`src/hdl/tcw_pkg.sv`:
```
package tcw_pkg;

  // Fixed field widths of the console interface.
  localparam int CHAR_W   = 8;
  localparam int ATTR_W   = 8;
  localparam int CELL_W   = 16;
  localparam int INDEX_W  = 11;
  localparam int CURSOR_W = 11;

  // Character codes with a meaning of their own.
  localparam logic [CHAR_W-1:0] CH_BS    = 8'd8;
  localparam logic [CHAR_W-1:0] CH_TAB   = 8'd9;
  localparam logic [CHAR_W-1:0] CH_LF    = 8'd10;
  localparam logic [CHAR_W-1:0] CH_CR    = 8'd13;
  localparam logic [CHAR_W-1:0] CH_SPACE = 8'd32;

  localparam logic [ATTR_W-1:0] ATTR_RESET = 8'h07;

  // Cursor moves.
  typedef enum logic [2:0] {
    CUR_HOLD,
    CUR_HOME,
    CUR_LEFT,
    CUR_RIGHT,
    CUR_DOWN
  } cur_op_e;

  // Cell memory writes.
  typedef enum logic [2:0] {
    WR_NONE,
    WR_CHAR,
    WR_TAB_SPACE,
    WR_COPY,
    WR_BLANK,
    WR_CLEAR
  } wr_op_e;

  // Cell memory reads.
  typedef enum logic [1:0] {
    RD_NONE,
    RD_INDEX,
    RD_SCAN
  } rd_op_e;

  // Scan counter moves.
  typedef enum logic [1:0] {
    SCAN_HOLD,
    SCAN_COPY,
    SCAN_BLANK,
    SCAN_NEXT
  } scan_op_e;

  typedef struct packed {
    logic     capture;
    cur_op_e  cur;
    wr_op_e   wr;
    rd_op_e   rd;
    scan_op_e scan;
    logic     out_load;
  } cmd_t;

  typedef struct packed {
    logic op_read;
    logic is_cr;
    logic is_lf;
    logic is_bs;
    logic is_tab;
    logic col_zero;
    logic col_at_edge;
    logic row_last;
    logic tab_last;
    logic scan_first;
    logic scan_copy_end;
    logic scan_last;
    logic out_busy;
  } status_t;

endpackage

```
`src/hdl/tcw_ctrl.sv`:
```
module tcw_ctrl (
  input  logic             clk_i,
  input  logic             rst_ni,
  input  logic             in_valid_i,
  output logic             in_stall_o,
  input  tcw_pkg::status_t status_i,
  output tcw_pkg::cmd_t    cmd_o
);

  import tcw_pkg::*;

  typedef enum logic [6:0] {
    S_CLEAR  = 7'b0000001,
    S_IDLE   = 7'b0000010,
    S_DECODE = 7'b0000100,
    S_TAB    = 7'b0001000,
    S_COPY   = 7'b0010000,
    S_BLANK  = 7'b0100000,
    S_FINISH = 7'b1000000
  } state_e;

  state_e state_q, state_d;

  always_comb begin
    state_d        = state_q;
    cmd_o          = '0;
    cmd_o.cur      = CUR_HOLD;
    cmd_o.wr       = WR_NONE;
    cmd_o.rd       = RD_NONE;
    cmd_o.scan     = SCAN_HOLD;
    case (state_q)
      S_CLEAR: begin
        cmd_o.wr = WR_CLEAR;
        if (status_i.scan_last) begin
          state_d = S_IDLE;
        end else begin
          cmd_o.scan = SCAN_NEXT;
        end
      end
      S_IDLE: begin
        if (in_valid_i) begin
          cmd_o.capture = 1'b1;
          state_d       = S_DECODE;
        end
      end
      S_DECODE: begin
        state_d = S_FINISH;
        if (status_i.op_read) begin
          cmd_o.rd = RD_INDEX;
        end else if (status_i.is_cr) begin
          cmd_o.cur = CUR_HOME;
        end else if (status_i.is_lf) begin
          if (status_i.row_last) begin
            cmd_o.scan = SCAN_COPY;
            state_d    = S_COPY;
          end else begin
            cmd_o.cur = CUR_DOWN;
          end
        end else if (status_i.is_bs) begin
          if (!status_i.col_zero) begin
            cmd_o.cur = CUR_LEFT;
          end
        end else if (status_i.is_tab) begin
          if (!status_i.col_at_edge) begin
            state_d = S_TAB;
          end
        end else if (!status_i.col_at_edge) begin
          cmd_o.wr  = WR_CHAR;
          cmd_o.cur = CUR_RIGHT;
        end
      end
      S_TAB: begin
        cmd_o.wr  = WR_TAB_SPACE;
        cmd_o.cur = CUR_RIGHT;
        if (status_i.tab_last) begin
          state_d = S_FINISH;
        end
      end
      S_COPY: begin
        // Read one line ahead while the previous read lands one line up.
        if (!status_i.scan_copy_end) begin
          cmd_o.rd = RD_SCAN;
        end
        if (!status_i.scan_first) begin
          cmd_o.wr = WR_COPY;
        end
        if (status_i.scan_copy_end) begin
          cmd_o.scan = SCAN_BLANK;
          state_d    = S_BLANK;
        end else begin
          cmd_o.scan = SCAN_NEXT;
        end
      end
      S_BLANK: begin
        cmd_o.wr = WR_BLANK;
        if (status_i.scan_last) begin
          state_d = S_FINISH;
        end else begin
          cmd_o.scan = SCAN_NEXT;
        end
      end
      S_FINISH: begin
        if (!status_i.out_busy) begin
          cmd_o.out_load = 1'b1;
          state_d        = S_IDLE;
        end
      end
      default: begin
        state_d = S_IDLE;
      end
    endcase
  end

  always_ff @(posedge clk_i or negedge rst_ni) begin
    if (!rst_ni) begin
      state_q <= S_CLEAR;
    end else begin
      state_q <= state_d;
    end
  end

  assign in_stall_o = (state_q != S_IDLE);

  // A tab step is only ever taken left of the right edge.
  a_tab_inside: assert property (@(posedge clk_i) disable iff (!rst_ni)
    (state_q == S_TAB) |-> !status_i.col_at_edge)
    else $error("tab step at right edge");

  a_state_onehot: assert property (@(posedge clk_i) disable iff (!rst_ni)
    $onehot(state_q))
    else $error("controller state is not one-hot");

  // A word is only captured while the input is open.
  a_capture_idle: assert property (@(posedge clk_i) disable iff (!rst_ni)
    cmd_o.capture |-> !in_stall_o)
    else $error("word captured while the input stalls");

endmodule

```
`config.mk`:
```
export PLATFORM = sky130hd
export DESIGN_NAME = tcw_ctrl
export DESIGN_NICKNAME = d
export VERILOG_FILES = /design/src/hdl/tcw_pkg.sv /design/src/hdl/tcw_ctrl.sv
export SDC_FILE = /design/constraint.sdc
export NUM_CORES = 1
export LEC_CHECK = 0
export ABC_AREA = 1
export CORE_AREA = 4 4 41 43
export DETAILED_ROUTE_END_ITERATION = 10
export DIE_AREA = 0 0 45 47
export DONT_BUFFER_PORTS = 1
export HOLD_SLACK_MARGIN = 0.08
export PLACE_DENSITY = 0.62
export SLEW_MARGIN = 15
export SYNTH_ARGS = -nofsm -noshare
export SYNTH_HDL_FRONTEND = slang
export SYNTH_SLANG_ARGS = --single-unit
```
`constraint.sdc`:
```
create_clock -name clk_i -period 1.3 [get_ports clk_i]
set_input_delay 0.065 -clock clk_i [delete_from_list [all_inputs] [get_ports clk_i]]
set_output_delay 0.065 -clock clk_i [all_outputs]
set_load 0.02 [all_outputs]
```
==> out/results.ini, run 1 <==
[synth]
synth-compound-area-share_pct=3.39
yosys.area_share.adder_pct=0
synth_area_per_cell_um2=6.22
syn_inst=101
synth_area_um2=628
synth.area.mux_share_pct=0
synth_top_family_by_area=simple AND/OR/NAND/NOR gates
yosys.area_share.xor_xnor_pct=0
synthesis.nets=117
ys_seq_area_share_pct=28.1
synth-simple-area-share_pct=57.8
ys_seq_elements=7
synth_cell_types=20
yosysWarnings=0

[floorplan]
die_h_um=47
die_w_um=45
start_util_pct=48.3
rows=13
io_pins=29

[status]
tool.error=[ERROR DPL-0038] Utilization greater than 100%, impossible to legalize
lastStage=global routing
status=stopped before the end

[clocking]
cts_buffers=3
cts-root-buf=clkbuf_4
clock_sinks=7
clock_path_buffers=2
htreeDepth=1

[placement]
placed_cell_area_um2=779
gp_congestion=0.814
place.port_buffers=0
dpl.hpwl_um=1330
preCtsSetupSlack_ns=-0.0679

[global_route]
grt_max_degree=8

## through the flow
step	cells	hold slack, ns
2_1_floorplan	101	-0.231
3_3_place_gp	132	-0.230
3_5_place_dp	132	-0.230
4_1_cts	153	0.0843
## cells by family after synthesis
kind of cell           count (synthesis)
AOI/OAI and AO/OA                      4
and+or+nand+nor                       72
DFF                                    7
buffers and inverters                 18
## Yosys cell counts (all sizes together)
cell   count  area, um^2
dfrtp      6         150
o21ai      2        10.0
inv       18        67.6
nor2      20         110
a21oi      1        5.00
nor4       1        12.5
nor3       2        10.0
nand2     34         148
nand4      1        6.26
or2        1        6.26
nand3     13        70.1
o22ai      1        6.26
dfstp      1        26.3
## what timing repair did
item                                    CTS
pin swaps                                16
endpoints found under the setup margin   18
hold endpoints to repair                 11
hold buffers                              8
gates resized for setup                  35
buffers inserted                         10
gates cloned                              0
==> inputs of run 2 (changes only) <==
- CORE_AREA: 4 4 41 43 -> 4 4 65 67
- DIE_AREA: 0 0 45 47 -> 0 0 69 71
- HOLD_SLACK_MARGIN: 0.08 -> not set
- PLACE_DENSITY: 0.62 -> not set
- PLACE_DENSITY_LB_ADDON: not set -> 0.15
- clock period: 1.3 -> 1.7 ns (I/O delays scaled with it)
==> out/results.ini, run 2 <==
[floorplan]
rows=22  ; was 13
io_pins=29  ; unchanged
die_h_um=71  ; was 47 um
start_util_pct=17.3  ; was 48.3%
die_w_um=69  ; was 45 um
core_area_mm2=0.00363
dieArea_mm2=0.00490

[sta]
hold_viol=0
final_max_slew_viol_count=0
setup_ws_ns=0.0637
period_share_pct=96.3
fin_crit_ns=1.64
rsz0062_at_grt=yes
timing.hold.ws_ns=0.0287
skew_ns=0.00302
relSlewSlack_pct=71.6
fmax_mhz=611
worstMarginPinSlew_ns=0.424
finalSetupViolations=0

[pwr]
leakagePower_nw=0.463
powerDensity_mw_per_mm2=1140
ir_drop_mv=0.261
p_total_mw=0.963

[drt]
drc_errors=0
drt-wirelength-per-cell_um=11.6
routed_wl_um=1870
ant_nets=0
dr.pass1.iters=4
first_iter_violations=9
via_per_inst=4.06
vias=658

[clocking]
htreeDepth=1  ; unchanged
worst_skew_pair.late_latency_ns=0.23
cts-root-buf=clkbuf_8  ; was clkbuf_4
clkTransAtPathRegs_ns=0.04
cts_buffers=3  ; unchanged
clock_path_buffers=2  ; unchanged
cts_tree=yes
clock_sinks=7  ; unchanged

[final_layout]
drive_gt1_share_pct=27.2
nFillCells=419
final_net_count=131
final_cell_mix=nand2_1, inv_1, nor2_1
largest_register=state_q
largest_register_ffs=7
area_delta_synth_final_pct=34.7
largestRegisters=state_q x7
antenna_cells=0
final_area_um2=846
final_common_cell=nand2_1

[synth]
yosysWarnings=0  ; unchanged
synth_top_area_share_pct=23.9  ; unchanged
ys_seq_area_share_pct=28.1  ; unchanged
synth_edf_count=0  ; unchanged
synth_top_area_cell=dfrtp_1  ; unchanged
syn_inst=101  ; unchanged
synth_cell_types=20  ; unchanged
synth_most_common_cell=nand2_1  ; unchanged
synthTopCellsByCount=nand2_1, inv_1, nor2_1, nand3_1, dfrtp_1  ; unchanged
asyncSetResetFlopFracSynth_pct=100  ; unchanged
synth_area_per_cell_um2=6.22  ; unchanged
ys_seq_elements=7  ; unchanged
synth_area_um2=628  ; unchanged
ys_top_cells_by_area=dfrtp_1, nand2_1, inv_1  ; unchanged
synthesis.nets=117  ; unchanged
ys.flop_type=dfrtp_1  ; unchanged

[global_route]
met3_usage_pct=1.28
grtUsageMet2_pct=11.5
grtUsageMet1_pct=10.8
grt_pass1_vias=712
antenna_found_initial=0
grt_pass1_wl_um=3100
globalRouteOverflowTotal=0
grt_max_degree=8
grt.total_usage_pct=8.06
grt_busiest_layer=met2

[placement]
placed_cell_area_um2=711  ; was 779 um^2
preCtsSetupSlack_ns=0.213  ; was -0.0679 ns
gp_congestion=0.772  ; was 0.814
dpl.hpwl_um=1560  ; was 1330 um
place.port_buffers=0  ; unchanged

[flow_run]
cap_violations=0

[worst_setup_path]
required_ns=1.62
critPathArrivalTime_ns=1.55
critPathKind=reg -> out
cp-end-kind=primary output
cp_max_fo=6
startpoint_type=flip-flop

[status]
status=finished, final reports clean  ; was stopped before the end

[min_path]
hp-class=in -> reg

-- run 2: cell counts after synthesis --
Identical to the previous run, type by type.
-- run 2: cell type report --
type	count	area (um^2)	share of cell area, %
clock buffers	4	45.0	5.33
inverters	18	67.6	7.99
multi-input cells	76	422	49.9
flip-flops and latches	7	176	20.9
repair buffers	9	75.1	8.88
well taps	48	60.1	7.10
-- run 2: kinds of logic (layout without fill, tap and decap cells) --
group | after synthesis | in the layout | synth area share [%]
buffers and inverters | 18 | 31 | 10.8
AOI/OAI and AO/OA | 4 | 4 | 3.38
and+or+nand+nor | 72 | 72 | 57.8
DFF | 7 | 7 | 28.1
-- run 2: what timing repair did --
action                                  in CTS  in global routing
endpoints found under the hold margin        9                  0
hold buffers                                 3                  0
buffers inserted                             0                  3
gates resized for setup                      1                  8
endpoints found under the setup margin       1                  4
pin swaps                                    0                  4
-- run 2: metal layers --
metal  vias up  wire [um]
met5         -          0
met4         0         58
met3         5        132
met2        31        758
met1       284        925
li1        338          -
-- run 2: stage by stage --
step	cells	TNS, ns	utilization (%)
after floorplan	101	0	-
after global placement	152	0	19.6
after detailed placement	152	0	19.6
after CTS	159	0	21.7
after global routing	162	-0.0384	23.3
final	162	0	23.3
-- run 2: where the power goes --
part           switching (mW)  internal [mW]
sequential             0.0270          0.202
clock                  0.0724          0.162
combinational           0.324          0.175
total                   0.423          0.540
-- run 2: path summary, 6_finish.rpt --
path	start	to	slack, ns	cells after the start
setup / recovery	state_q[5]$_DFFE_PN0P_	cmd_o[6]	0.06	5
hold / removal	status_i[1]	state_q[0]$_DFFE_PN1P_	0.03	3
min in group asynchronous	rst_ni	state_q[1]$_DFFE_PN0P_	0.21	1
setup reg to reg	state_q[5]$_DFFE_PN0P_	state_q[1]$_DFFE_PN0P_	0.24	7
hold reg to reg	state_q[0]$_DFFE_PN1P_	state_q[0]$_DFFE_PN1P_	0.59	4
max in group asynchronous	rst_ni	state_q[0]$_DFFE_PN1P_	1.19	1
-- run 2: worst max-delay path: stages (launching register included) --
cell	delay [ns]
dfrtp_1	0.38
buf_4	0.14
nor3_2	0.20
nand2_2	0.16
or2_1	0.27
nand2_1	0.18
(Power assumes the default switching activity.)
